<file path="src/design/lse_pkg.sv">
// lse_pkg: shared types and constants of the log series evaluator.
// No dependencies; used by every module in design/.
package lse_pkg;

   localparam int FRAC_BITS_DEFAULT   = 24;
   localparam int COUNT_WIDTH_DEFAULT = 16;

   localparam int X_W          = 20;   // Q4.16 argument
   localparam int X_FRAC       = 16;
   localparam int SUM_W        = 32;   // signed result
   localparam int TERMS_W      = 16;
   localparam int THRESHOLD_W  = 31;
   localparam int LIMIT_W      = 16;
   localparam int CSR_DATA_W   = 31;
   localparam int CSR_INDEX_W  = 1;
   localparam int PROD_W       = 64;   // |term| * |t|
   localparam int DIV_STEPS    = 4;    // quotient bits per divider cycle

   localparam logic [THRESHOLD_W-1:0] STOP_THRESHOLD_RESET = 31'd1;
   localparam logic [LIMIT_W-1:0]     TERM_LIMIT_RESET     = 16'd4096;

   localparam logic signed [SUM_W-1:0] SUM_MAX = 32'sh7FFF_FFFF;
   localparam logic signed [SUM_W-1:0] SUM_MIN = 32'sh8000_0000;

   localparam logic [CSR_INDEX_W-1:0] CSR_STOP_THRESHOLD = 1'd0;
   localparam logic [CSR_INDEX_W-1:0] CSR_TERM_LIMIT     = 1'd1;

   typedef enum logic [1:0] {
      STATUS_CONVERGED = 2'd0,
      STATUS_LIMIT     = 2'd1,
      STATUS_OVERFLOW  = 2'd2
   } status_type;

   // controller -> datapath
   typedef struct packed {
      logic       load;       // take request, set up t, term, sum
      logic       mul;        // product = |term| * |t|
      logic       div_start;  // product / n
      logic       sub;        // magnitude of next term
      logic       acc;        // apply term, count it
      logic       out_load;   // move result to output register
      status_type code;
   } cmd_type;

   // datapath -> controller
   typedef struct packed {
      logic converged;
      logic at_limit;
      logic overflow;
      logic div_done;
      logic out_busy;
   } stat_type;

endpackage

</file>
<file path="src/design/lse_divider.sv">
// lse_divider: iterative restoring divider, DIV_STEPS quotient bits per cycle.
// Depends on lse_pkg.
module lse_divider #(
   parameter int DIVIDEND_W = lse_pkg::PROD_W,
   parameter int DIVISOR_W  = lse_pkg::COUNT_WIDTH_DEFAULT
) (
   input  logic                  clock,
   input  logic                  reset,
   input  logic                  start,
   input  logic [DIVIDEND_W-1:0] dividend,
   input  logic [DIVISOR_W-1:0]  divisor,
   output logic [DIVIDEND_W-1:0] quotient,
   output logic                  rem_nonzero,
   output logic                  done
);
   import lse_pkg::*;

   localparam int ITER  = DIVIDEND_W / DIV_STEPS;
   localparam int CNT_W = (ITER > 1) ? $clog2(ITER) : 1;

   logic [DIVIDEND_W-1:0] shreg_ff, shreg_in;
   logic [DIVISOR_W-1:0]  rem_ff, rem_in;
   logic [CNT_W-1:0]      cnt_ff;
   logic                  busy_ff, done_ff;

   always_comb begin
      logic [DIVISOR_W:0]    trial;
      logic [DIVIDEND_W-1:0] sr;
      logic [DIVISOR_W-1:0]  r;
      sr = shreg_ff;
      r  = rem_ff;
      for (int i = 0; i < DIV_STEPS; i++) begin
         trial = {r, sr[DIVIDEND_W-1]};
         if (trial >= {1'b0, divisor}) begin
            r  = DIVISOR_W'(trial - {1'b0, divisor});
            sr = {sr[DIVIDEND_W-2:0], 1'b1};
         end else begin
            r  = trial[DIVISOR_W-1:0];
            sr = {sr[DIVIDEND_W-2:0], 1'b0};
         end
      end
      shreg_in = sr;
      rem_in   = r;
   end

   always_ff @(posedge clock) begin
      if (reset) begin
         busy_ff <= 1'b0;
         done_ff <= 1'b0;
         cnt_ff  <= '0;
      end else if (start) begin
         busy_ff <= 1'b1;
         done_ff <= 1'b0;
         cnt_ff  <= '0;
      end else if (busy_ff) begin
         cnt_ff <= cnt_ff + 1'b1;
         if (cnt_ff == CNT_W'(ITER - 1)) begin
            busy_ff <= 1'b0;
            done_ff <= 1'b1;
         end
      end
   end

   always_ff @(posedge clock) begin
      if (start) begin
         shreg_ff <= dividend;
         rem_ff   <= '0;
      end else if (busy_ff) begin
         shreg_ff <= shreg_in;
         rem_ff   <= rem_in;
      end
   end

   assign quotient    = shreg_ff;
   assign rem_nonzero = (rem_ff != '0);
   assign done        = done_ff;

endmodule

</file>
<file path="src/design/lse_datapath.sv">
// lse_datapath: config registers, term/sum arithmetic, divider and output register.
// Depends on lse_pkg and lse_divider.
module lse_datapath #(
   parameter int FRAC_BITS   = lse_pkg::FRAC_BITS_DEFAULT,
   parameter int COUNT_WIDTH = lse_pkg::COUNT_WIDTH_DEFAULT
) (
   input  logic                                  clock,
   input  logic                                  reset,
   input  lse_pkg::cmd_type                      cmd,
   output lse_pkg::stat_type                     stat,
   input  logic                                  csr_write_enable,
   input  logic [lse_pkg::CSR_INDEX_W-1:0]       csr_index,
   input  logic [lse_pkg::CSR_DATA_W-1:0]        csr_write_data,
   input  logic [lse_pkg::X_W-1:0]               req_x_value,
   output logic                                  rsp_valid,
   input  logic                                  rsp_stall,
   output logic signed [lse_pkg::SUM_W-1:0]      rsp_log_estimate,
   output logic [lse_pkg::TERMS_W-1:0]           rsp_terms_used,
   output logic [1:0]                            rsp_status
);
   import lse_pkg::*;

   localparam int T_W = FRAC_BITS + 6;          // holds x scaled and minus one
   localparam int Q_W = PROD_W - FRAC_BITS;

   logic [THRESHOLD_W-1:0]   stop_threshold_ff;
   logic [LIMIT_W-1:0]       term_limit_ff;
   logic [31:0]              tmag_ff;
   logic                     t_pos_ff;
   logic signed [SUM_W-1:0]  term_ff, sum_ff;
   logic [COUNT_WIDTH-1:0]   count_ff, cap;
   logic                     overflow_ff;
   logic [PROD_W-1:0]        prod_ff;
   logic [Q_W-1:0]           qmag_ff, qmag_in;
   logic                     rsp_valid_ff;
   logic signed [SUM_W-1:0]  log_estimate_ff;
   logic [TERMS_W-1:0]       terms_used_ff;
   logic [1:0]               status_ff;

   // configuration
   always_ff @(posedge clock) begin
      if (reset) begin
         stop_threshold_ff <= STOP_THRESHOLD_RESET;
         term_limit_ff     <= TERM_LIMIT_RESET;
      end else if (csr_write_enable) begin
         unique case (csr_index)
            CSR_STOP_THRESHOLD: stop_threshold_ff <= csr_write_data;
            CSR_TERM_LIMIT:     term_limit_ff     <= csr_write_data[LIMIT_W-1:0];
            default: ;
         endcase
      end
   end

   // effective term cap: zero acts as one, clamp to counter range
   logic [31:0] lim32, cmax32;
   always_comb begin
      lim32  = (term_limit_ff == '0) ? 32'd1 : 32'(term_limit_ff);
      cmax32 = (32'd1 << COUNT_WIDTH) - 32'd1;
      cap    = COUNT_WIDTH'((lim32 > cmax32) ? cmax32 : lim32);
   end

   // t = x - 1 in Q.FRAC_BITS
   logic signed [T_W-1:0] t_s;
   logic signed [63:0]    t64;
   logic signed [31:0]    t32;
   logic                  t_in_range;
   always_comb begin
      t_s        = signed'(T_W'(req_x_value) << (FRAC_BITS - X_FRAC))
                 - signed'(T_W'(1) << FRAC_BITS);
      t64        = 64'(t_s);
      t32        = t64[31:0];
      t_in_range = (t64 <= 64'sh7FFF_FFFF) && (t64 >= -64'sh8000_0000);
   end

   logic [31:0] mag;
   logic        new_neg;
   assign mag     = term_ff[31] ? 32'(-term_ff) : 32'(term_ff);
   assign new_neg = term_ff[31] != t_pos_ff;

   // divider: product / n, n = count + 1
   logic [PROD_W-1:0] quotient;
   logic              rem_nonzero, div_done;

   lse_divider #(
      .DIVIDEND_W (PROD_W),
      .DIVISOR_W  (COUNT_WIDTH)
   ) u_divider (
      .clock       (clock),
      .reset       (reset),
      .start       (cmd.div_start),
      .dividend    (prod_ff),
      .divisor     (count_ff + 1'b1),
      .quotient    (quotient),
      .rem_nonzero (rem_nonzero),
      .done        (div_done)
   );

   // floor(a*(n-1)/n) = a - ceil(a/n), then drop fraction
   logic [PROD_W-1:0] diff;
   assign diff    = prod_ff - (quotient + PROD_W'(rem_nonzero));
   assign qmag_in = Q_W'(diff >> FRAC_BITS);

   logic                    term_ovf;
   logic signed [SUM_W-1:0] term_next;
   logic signed [SUM_W:0]   sum_wide;
   always_comb begin
      term_ovf  = new_neg ? (qmag_ff > Q_W'(64'h8000_0000))
                          : (qmag_ff > Q_W'(64'h7FFF_FFFF));
      term_next = new_neg ? -signed'(qmag_ff[31:0]) : signed'(qmag_ff[31:0]);
      sum_wide  = {sum_ff[SUM_W-1], sum_ff} + {term_next[SUM_W-1], term_next};
   end

   always_ff @(posedge clock) begin
      if (cmd.load) begin
         count_ff    <= COUNT_WIDTH'(1);
         overflow_ff <= !t_in_range;
         term_ff     <= t32;
         t_pos_ff    <= t64 > 64'sd0;
         tmag_ff     <= t32[31] ? 32'(-t32) : 32'(t32);
         if (t_in_range) sum_ff <= t32;
         else            sum_ff <= (t64 > 64'sd0) ? SUM_MAX : SUM_MIN;
      end else if (cmd.acc) begin
         count_ff <= count_ff + 1'b1;
         if (term_ovf) begin
            overflow_ff <= 1'b1;
            sum_ff      <= new_neg ? SUM_MIN : SUM_MAX;
         end else begin
            term_ff <= term_next;
            if (sum_wide[SUM_W] != sum_wide[SUM_W-1]) begin
               overflow_ff <= 1'b1;
               sum_ff      <= sum_wide[SUM_W] ? SUM_MIN : SUM_MAX;
            end else begin
               sum_ff <= sum_wide[SUM_W-1:0];
            end
         end
      end
      if (cmd.mul) prod_ff <= PROD_W'(mag) * PROD_W'(tmag_ff);
      if (cmd.sub) qmag_ff <= qmag_in;
   end

   // output register
   always_ff @(posedge clock) begin
      if (reset) begin
         rsp_valid_ff <= 1'b0;
      end else if (cmd.out_load) begin
         rsp_valid_ff <= 1'b1;
      end else if (!rsp_stall) begin
         rsp_valid_ff <= 1'b0;
      end
   end

   always_ff @(posedge clock) begin
      if (cmd.out_load) begin
         log_estimate_ff <= sum_ff;
         terms_used_ff   <= TERMS_W'(count_ff);
         status_ff       <= cmd.code;
      end
   end

   assign stat.converged = mag <= 32'(stop_threshold_ff);
   assign stat.at_limit  = count_ff >= cap;
   assign stat.overflow  = overflow_ff;
   assign stat.div_done  = div_done;
   assign stat.out_busy  = rsp_valid_ff && rsp_stall;

   assign rsp_valid        = rsp_valid_ff;
   assign rsp_log_estimate = log_estimate_ff;
   assign rsp_terms_used   = terms_used_ff;
   assign rsp_status       = status_ff;

endmodule

</file>
<file path="src/design/lse_ctrl.sv">
// lse_ctrl: sequencer for one series evaluation per request.
// Depends on lse_pkg.
module lse_ctrl (
   input  logic              clock,
   input  logic              reset,
   input  logic              req_valid,
   output logic              req_stall,
   output lse_pkg::cmd_type  cmd,
   input  lse_pkg::stat_type stat
);
   import lse_pkg::*;

   typedef enum logic [2:0] {
      IDLE, CHECK, DIV_START, DIV_WAIT, SUB, ACC, FINISH
   } state_type;

   state_type  state_ff, state_in;
   status_type code_ff, code_in;

   always_comb begin
      state_in = state_ff;
      code_in  = code_ff;
      cmd      = '0;
      cmd.code = code_ff;
      unique case (state_ff)
         IDLE: begin
            if (req_valid) begin
               cmd.load = 1'b1;
               state_in = CHECK;
            end
         end
         CHECK: begin
            priority if (stat.overflow) begin
               code_in  = STATUS_OVERFLOW;
               state_in = FINISH;
            end else if (stat.converged) begin
               code_in  = STATUS_CONVERGED;
               state_in = FINISH;
            end else if (stat.at_limit) begin
               code_in  = STATUS_LIMIT;
               state_in = FINISH;
            end else begin
               cmd.mul  = 1'b1;
               state_in = DIV_START;
            end
         end
         DIV_START: begin
            cmd.div_start = 1'b1;
            state_in      = DIV_WAIT;
         end
         DIV_WAIT: begin
            if (stat.div_done) state_in = SUB;
         end
         SUB: begin
            cmd.sub  = 1'b1;
            state_in = ACC;
         end
         ACC: begin
            cmd.acc  = 1'b1;
            state_in = CHECK;
         end
         FINISH: begin
            if (!stat.out_busy) begin
               cmd.out_load = 1'b1;
               state_in     = IDLE;
            end
         end
         default: state_in = IDLE;
      endcase
   end

   always_ff @(posedge clock) begin
      if (reset) begin
         state_ff <= IDLE;
         code_ff  <= STATUS_CONVERGED;
      end else begin
         state_ff <= state_in;
         code_ff  <= code_in;
      end
   end

   assign req_stall = (state_ff != IDLE);

endmodule

</file>
<file path="src/design/log_series_evaluator_unit.sv">
// log_series_evaluator_unit: top level, ln(x) by the Taylor series about one.
// Depends on lse_pkg, lse_ctrl, lse_datapath (which holds lse_divider).
//
//   channel  direction  handshake             payload
//   req      in         req_valid/req_stall   req_x_value (Q4.16)
//   rsp      out        rsp_valid/rsp_stall   rsp_log_estimate (Q8.24), rsp_terms_used,
//                                             rsp_status
//   csr      in         csr_write_enable      csr_index, csr_write_data
//
// Each series term takes one 32x32 multiply, the iterative divide by n (4 bits
// a cycle), the ceiling subtract and the accumulate. The number of terms is
// data dependent and bounded by term_limit (a limit of zero acts as one).
// Reset is synchronous, active high; clears the sequencer, output valid and
// the config registers (stop_threshold 1, term_limit 4096).
// req_stall is high while a request is being worked on. The finished result
// sits in an output register, so a new request is taken while rsp_stall holds
// the previous one; it only waits at the end if the register is still full.
module log_series_evaluator_unit #(
   parameter int FRAC_BITS   = lse_pkg::FRAC_BITS_DEFAULT,
   parameter int COUNT_WIDTH = lse_pkg::COUNT_WIDTH_DEFAULT
) (
   input  logic                              clock,
   input  logic                              reset,
   // request
   input  logic                              req_valid,
   output logic                              req_stall,
   input  logic [lse_pkg::X_W-1:0]           req_x_value,
   // result
   output logic                              rsp_valid,
   input  logic                              rsp_stall,
   output logic signed [lse_pkg::SUM_W-1:0]  rsp_log_estimate,
   output logic [lse_pkg::TERMS_W-1:0]       rsp_terms_used,
   output logic [1:0]                        rsp_status,
   // configuration
   input  logic                              csr_write_enable,
   input  logic [lse_pkg::CSR_INDEX_W-1:0]   csr_index,
   input  logic [lse_pkg::CSR_DATA_W-1:0]    csr_write_data
);
   import lse_pkg::*;

   cmd_type  cmd;    // sequencer commands
   stat_type stat;   // datapath flags back to sequencer

   lse_ctrl u_ctrl (
      .clock     (clock),
      .reset     (reset),
      .req_valid (req_valid),
      .req_stall (req_stall),
      .cmd       (cmd),
      .stat      (stat)
   );

   // all arithmetic, config and output register live here
   lse_datapath #(
      .FRAC_BITS   (FRAC_BITS),
      .COUNT_WIDTH (COUNT_WIDTH)
   ) u_datapath (
      .clock            (clock),
      .reset            (reset),
      .cmd              (cmd),
      .stat             (stat),
      .csr_write_enable (csr_write_enable),
      .csr_index        (csr_index),
      .csr_write_data   (csr_write_data),
      .req_x_value      (req_x_value),
      .rsp_valid        (rsp_valid),
      .rsp_stall        (rsp_stall),
      .rsp_log_estimate (rsp_log_estimate),
      .rsp_terms_used   (rsp_terms_used),
      .rsp_status       (rsp_status)
   );

endmodule
</file>
<file path="config.mk">
export PLATFORM = sky130hd
export DESIGN_NAME = log_series_evaluator_unit
export DESIGN_NICKNAME = d
export VERILOG_FILES = /design/src/design/lse_pkg.sv /design/src/design/lse_divider.sv /design/src/design/lse_datapath.sv /design/src/design/lse_ctrl.sv /design/src/design/log_series_evaluator_unit.sv
export SDC_FILE = /design/constraint.sdc
export NUM_CORES = 2
export LEC_CHECK = 0
export BUFFER_PORTS_ARGS = -buffer_cell sky130_fd_sc_hd__buf_2
export CORE_ASPECT_RATIO = 0.5
export CORE_MARGIN = 10
export CORE_UTILIZATION = 25
export DETAILED_ROUTE_END_ITERATION = 8
export SYNTH_ARGS = -nofsm -noshare
export SYNTH_HDL_FRONTEND = slang
export SYNTH_SLANG_ARGS = --single-unit
</file>
<file path="constraint.sdc">
create_clock -name clock -period 35.1 [get_ports clock]
set_clock_uncertainty 0.15 [all_clocks]
set_input_delay 7.02 -clock clock [delete_from_list [all_inputs] [get_ports clock]]
set_output_delay 7.02 -clock clock [all_outputs]
set_load 0.01 [all_outputs]
</file>
# ---- Word-level counts from Yosys, hierarchy flattened
# Index checks and enable logic that the tools add are counted.
dict set report word_totals {
  reg_bits 407
  wordCells 139
  output_inout_bits 52
  inputBits 57
}
dict set report classes {
  multipliers 1
  muxes 57
  n_reduce_logical 19
  bitwise_logic 1
  magnitude_cmp 12
  eq_ne 14
  n_addsub 13
}
# cell n
set ops {}
lappend ops {{32-bit two-way mux} 13}
lappend ops {{64-bit two-way mux} 2}
lappend ops {{16-bit two-way mux} 6}
lappend ops {{17-bit by 16-bit >= comparator with 1-bit output} 4}
lappend ops {{64-bit by 1-bit adder with 64-bit output} 1}
lappend ops {{32-bit by 32-bit multiplier with 64-bit output} 1}
lappend ops {{32-bit negation} 2}
lappend ops {{16-bit subtractor} 4}
lappend ops {{64-bit subtractor} 1}
lappend ops {{40-bit by 31-bit greater-than comparator with 1-bit output, second input constant} 1}
lappend ops {{40-bit by 32-bit greater-than comparator with 1-bit output, second input constant} 1}
lappend ops {{32-bit by 32-bit adder with 33-bit output} 1}
lappend ops {{29-bit by 32-bit >= comparator with 1-bit output, second input constant} 1}
lappend ops {{32-bit by 16-bit greater-than comparator with 1-bit output, second input constant} 1}
lappend ops {{29-bit by 32-bit less-or-equal comparator with 1-bit output, second input constant} 1}
lappend ops {{32-bit by 31-bit less-or-equal comparator with 1-bit output} 1}
lappend ops {{29-bit negation with 32-bit output} 1}
lappend ops {{29-bit by 1-bit greater-than comparator with 1-bit output, second input constant} 1}
lappend ops {{29-bit two-way mux} 1}
lappend ops {{28-bit by 25-bit subtractor with 29-bit output, second input constant} 1}
lappend ops {{1-bit two-way mux} 25}
lappend ops {{3-bit one-hot mux with 7 select lines} 1}
lappend ops {{3-bit two-way mux} 6}
lappend ops {{16-bit by 1-bit adder with 16-bit output, second input constant} 1}
lappend ops {{other kinds (21)} 39}

# ---- Longest topological paths before layout
dict set report depth {
  depth_word 11
  depth_mapped 61
  mapped_depth_nobuf 54
}

# ---- Hierarchy
# From an unflattened synthesis, not the netlist that was laid out.
dict set report unflattened {
  hier_cells 5745
  hier_area_um2 53058.4
}
# mod seq_area_each_um2 cells_per_inst area_per_inst_um2 n_inst
set modules_own_cells {}
lappend modules_own_cells {lse_datapath 8368.0 4957 45581.2 1}
lappend modules_own_cells {lse_divider 2362.3 747 7173.1 1}
lappend modules_own_cells {lse_ctrl 100.1 41 304.0 1}

# ---- Worst setup path before layout
# OpenSTA, ideal clock, no wires.
dict set report synth_path {
  path_type {reg2reg}
  from {reg u_datapath.count_ff[1]}
  to {reg u_datapath.u_divider.rem_ff[1]}
  stages_incl_launch_ff 60
  arrival_ns 11.350
  required_time_ns 34.818
  path_buffers 7
  setup_slack_ns 23.468
  period_less_slack_ns 11.632
  setup_ns 0.132
  path_cell_list {dfxtp_1 ha_1 nand4_1 nor2_1 and3_1 nand3_1 xor2_1 ha_1 clkbuf_1 nand3_1 or2_1 nor4_1 nand2_1 o21ai_0 or3_4 buf_2 clkbuf_1 nand2_1 (+24 left out) buf_1 a21oi_1 ha_1 nor2b_1 o21ai_0 a21boi_0 o21ai_0 a21boi_0 o21ai_0 a21boi_0 o21ai_0 a21o_1 a221oi_2 a221oi_2 and2_4 buf_6 mux2i_1 a21oi_1}
}
dict set report synth_via {
  elab_chain_cells 9
  word_cells_on_any_way 13
  cone_classes {add/sub (5); order compare (4); mux (4)}
}
# item line
set synth_rtl {}
lappend synth_rtl {{start: declaration} lse_datapath.sv:31} ;# logic [COUNT_WIDTH-1:0] count_ff, cap;
lappend synth_rtl {{start signal: assignment} lse_datapath.sv:123} ;# count_ff <= count_ff + 1'b1;
lappend synth_rtl {{16-bit by 1-bit adder with 16-bit output *} lse_datapath.sv:92} ;# .divisor (count_ff + 1'b1),
lappend synth_rtl {{16-bit subtractor or 17-bit by 16-bit >= comparator with 1-bit output (tied branches)} {lse_divider.sv:35, lse_divider.sv:34}}
lappend synth_rtl {{16-bit two-way mux} lse_divider.sv:34} ;# if (trial >= {1'b0, divisor}) begin
lappend synth_rtl {{16-bit subtractor or 17-bit by 16-bit >= comparator with 1-bit output (tied branches)} {lse_divider.sv:35, lse_divider.sv:34}}
lappend synth_rtl {{16-bit two-way mux} lse_divider.sv:34}
lappend synth_rtl {{17-bit by 16-bit >= comparator with 1-bit output or 16-bit subtractor (tied branches)} {lse_divider.sv:34, lse_divider.sv:35}}
lappend synth_rtl {{16-bit two-way mux} lse_divider.sv:34}
lappend synth_rtl {{16-bit subtractor or 17-bit by 16-bit >= comparator with 1-bit output (tied branches)} {lse_divider.sv:35, lse_divider.sv:34}}
lappend synth_rtl {{16-bit two-way mux *} lse_divider.sv:34}
lappend synth_rtl {{end signal: assignment} lse_divider.sv:70} ;# rem_ff <= rem_in;
lappend synth_rtl {{end: declaration} lse_divider.sv:22} ;# logic [DIVISOR_W-1:0] rem_ff, rem_in;
# Every way passes the cells marked *; elsewhere a longest branch is shown, timed or not.
# A chain may end at the register's enable or synchronous reset.

# ---- Worst setup path after layout
dict set report layout_path {
  from {reg u_datapath.count_ff[1]}
  to {reg u_datapath.u_divider.rem_ff[3]}
}
# Same word-level chain as after synthesis.

==> results by group <==
Worst setup path
  – Crit Path Max Fanout: 27
  – Worst EP required: 35400 ps
  – CP max-delay cell: xor2_1
  – R2R Path End: u_datapath.u_divider.rem_ff[3]
  – Startpoint types: flop
  – R2r startpoint: u_datapath.count_ff[1]
  – Crit path DAT: 13600 ps
  – Worst r2r path cells: 52
  – Most frequent CP cell: o21ai_0
  – Crit path to: u_datapath.u_divider.rem_ff[3]
  – Critical path buffers and inverters: 2
  – Crit end category: flop
  – Top delay family on crit path: compound AO/OA/AOI/OAI gates
  – Crit path largest cell delay: 540 ps
  – Crit path launch: u_datapath.count_ff[1]
  – Critical path type: flop to flop
  – Critical Path Stages: 52
  – Reg2Reg Setup Slack: 21800 ps

Logic synthesis
  – Number of synthesized flops with an enable pin: 300
  – Asr flop ratio synth: 0%
  – Synth unique cells: 92
  – Leading area contributor after synthesis: fa_1
  – Gate Count Post-Synth: 5610
  – Ys Warns: 0
  – Post-synth top flop: edfxtp_1
  – Yosys top cell area share: 25.9%
  – Top cells by area, synth: fa_1 26%, edfxtp_1 18%, ha_1 14%
  – Avg Synthesized Cell Area: 9.15 µm²
  – Yosys reg bits: 391
  – Seq/Total Area, Yosys: 21.1%
  – Mapped cell area: 0.0513 mm²

STA
  – Unrepaired setup endpoints after global routing: false
  – Slew @ Worst Pin: 1100 ps
  – FMAX: 75.2 MHz
  – Final setup viols: 0
  – Setup tns final: 0 ps
  – Fin. Hold Viols: 0
  – Final worst setup slack: 21800 ps
  – Max Transition Viols Final: 0
  – Final min period: 13300 ps
  – Final period util: 37.9%
  – Max-Slew Margin vs Limit: 26.5%

Outcome
  – Outcome: completed

Global route
  – Vias in the first global route: 39200
  – Met3 usage: 1.02%
  – GRT Total Usage: 12.3%
  – First-pass GRT wire length: 223000 µm
  – Grt met2 use: 21.5%
  – Grt peak-use layer: met2
  – Initial antenna violation count: 7
  – Total gr overflow: 0
  – Largest net degree at the start of global routing: 70
  – Grt met1 use: 15.7%

Die
  – # IOs: 109
  – Die area: 0.225 mm²
  – DIE HEIGHT: 340 µm
  – Core area: 0.204 mm²
  – Num rows: 117
  – Starting Density: 25.2%
  – Die width: 661 µm

Clock tree
  – Htree depth: 2
  – CTS buffer count: 48
  – CTS Hold Buffers Added: 0
  – Clock-pin transition on the worst setup and hold timing paths: 60 ps
  – Skew-Pair Late Insertion Delay: 620 ps
  – Clk sinks: 391
  – CTS tree: yes
  – Setup bufs post-CTS: 0
  – CTS resizes: 0
  – Clk root buf: clkbuf_16
  – Worst-case clock buffer depth: 3

Routing
  – WL/cell: 16.6 µm
  – Initial DRC Count: 2441
  – TritonRoute pass-1 iters: 7
  – DRC: 0
  – Drt total wl: 140000 µm
  – Routed via count: 38600
  – Antenna Nets Post-Route: 0
  – Via density: 4.60

Layout
  – Post-route insts no fill: 8400
  – Finished Core Util: 28.0%
  – Share of layout cells above drive strength 1: 6.25%
  – Register area: 0.0108 mm²
  – Nets: 6896
  – Fill cells: 21600
  – Multi-input gate area: 0.0364 mm²
  – Area Overhead vs Synth: 11.1%

Run
  – Number of max-cap violations: 0

Place
  – Dpl hpwl: 109000 µm
  – Dpl ws: 22220 ps
  – RePlAce Congestion: 0.905
  – # port buffers: 108
  – Inst Count DP: 8308

Worst hold path
  – Min-Delay Path Class: flop to flop
## kinds of logic after synthesis
family / Yosys count / synth area share (%)
AND/OR/NAND/NOR: 1645 / 14.9
XOR/XNOR: 257 / 4.43
other: 1 / 0.00731
adder cells (fa/ha/maj): 1219 / 39.4
multiplexers: 28 / 0.590
flip-flops: 391 / 21.1
AO/OA/AOI/OAI: 879 / 10.8
buffers and inverters: 1190 / 8.74
## worst min path at each step
stage | start | depth (start not counted) | endpoint | slack [ps]
after floorplan | u_ctrl.code_ff[0] | 0 | u_datapath.rsp_status[0] | 260
after global placement | u_datapath.stop_threshold_ff[18] | 2 | u_datapath.stop_threshold_ff[18] | 290
after detailed placement | u_datapath.stop_threshold_ff[24] | 2 | u_datapath.stop_threshold_ff[24] | 300
after CTS | u_datapath.stop_threshold_ff[24] | 2 | u_datapath.stop_threshold_ff[24] | 300
after global routing | u_datapath.stop_threshold_ff[23] | 2 | u_datapath.stop_threshold_ff[23] | 320
final | u_datapath.stop_threshold_ff[16] | 2 | u_datapath.stop_threshold_ff[16] | 300
## layout make-up
| class | count | share of cell area, % |
|---|---|---|
| clock inverter | 23 | 0.421 |
| clock buffer | 66 | 2.33 |
| sequential | 391 | 19.0 |
| timing repair buffer | 184 | 1.95 |
| tap | 2737 | 6.01 |
| inverter | 964 | 6.35 |
| antenna | 3 | 0.0132 |
| multi-input combinational | 4032 | 63.9 |
## state kept, by name, summed over array words and instances (netlist names), 24 cells and up
name / cells
u_datapath.term_ff: 32
u_datapath.qmag_ff: 40
u_datapath.stop_threshold_ff: 31
u_datapath.u_divider.quotient: 64
u_datapath.tmag_ff: 24
u_datapath.sum_ff: 32
u_datapath.prod_ff: 56
u_datapath.rsp_log_estimate: 32
## metal layers
| metal | vias to the layer above | share of wire, % |
|---|---|---|
| met5 | - | 0 |
| met3 | 249 | 3.9 |
| met4 | 0 | 4.1 |
| met1 | 19300 | 43 |
| li1 | 18100 | - |
| met2 | 906 | 49 |
## per-stage QoR
stage,area (µm²),hold WS (ps)
finish,57000,302
global route,57000,317
global placement,55400,295
floorplan,51300,259
CTS,57000,305
detailed placement,55400,297
## tightest hold or removal path, stage by stage, from the launching register on
cell,delay (ps)
dfxtp_1,300
nand2_1,50
a21oi_1,50
## cells in the mapped netlist (all sizes together) (11+ instances only)
master  instances
nor4           20
a21boi         16
nor2b          39
o21bai         22
o211ai         15
a211oi         22
buf            14
clkbuf        212
nand2b         36
edfxtp        300
ha            555
o21ai         205
nand3          67
or3            16
a21o          126
or2            11
o31ai          24
dfxtp          91
nor3           51
xnor2         176
a21oi         284
and3           24
xor2           80
a31oi          25
o22ai          13
nand4          29
and2          284
nor2          207
inv           963
o21a           34
nand2         825
fa            663
mux2           18
## cell usage in the layout (no fill, tap or decap), types with 13 or more instances in the layout
master | netlist | final
inv_1 | 962 | 960
nand2_1 | 823 | 822
fa_1 | 663 | 663
ha_1 | 555 | 555
edfxtp_1 | 300 | 300
a21oi_1 | 284 | 283
and2_1 | 282 | 282
nor2_1 | 207 | 206
o21ai_0 | 202 | 200
xnor2_1 | 175 | 146
a21o_1 | 126 | 126
buf_2 | 4 | 108
dfxtp_1 | 91 | 91
xor2_1 | 80 | 79
buf_4 | 0 | 76
nand3_1 | 66 | 66
nor3_1 | 50 | 50
clkbuf_16 | 0 | 49
nor2b_1 | 39 | 37
nand2b_1 | 36 | 36
o21a_1 | 34 | 34
nand4_1 | 29 | 29
a31oi_1 | 25 | 25
and3_1 | 23 | 23
o31ai_1 | 22 | 22
a211oi_1 | 22 | 22
o21bai_1 | 22 | 22
nor4_1 | 20 | 20
xnor2_2 | 1 | 18
mux2_2 | 18 | 18
a21boi_0 | 16 | 16
or3_1 | 15 | 15
o211ai_1 | 15 | 15
clkbuf_1 | 212 | 13
Power is left out: the tool's default activity adds up to more than one toggle a clock period on the data nets, which glitch-free logic cannot reach.
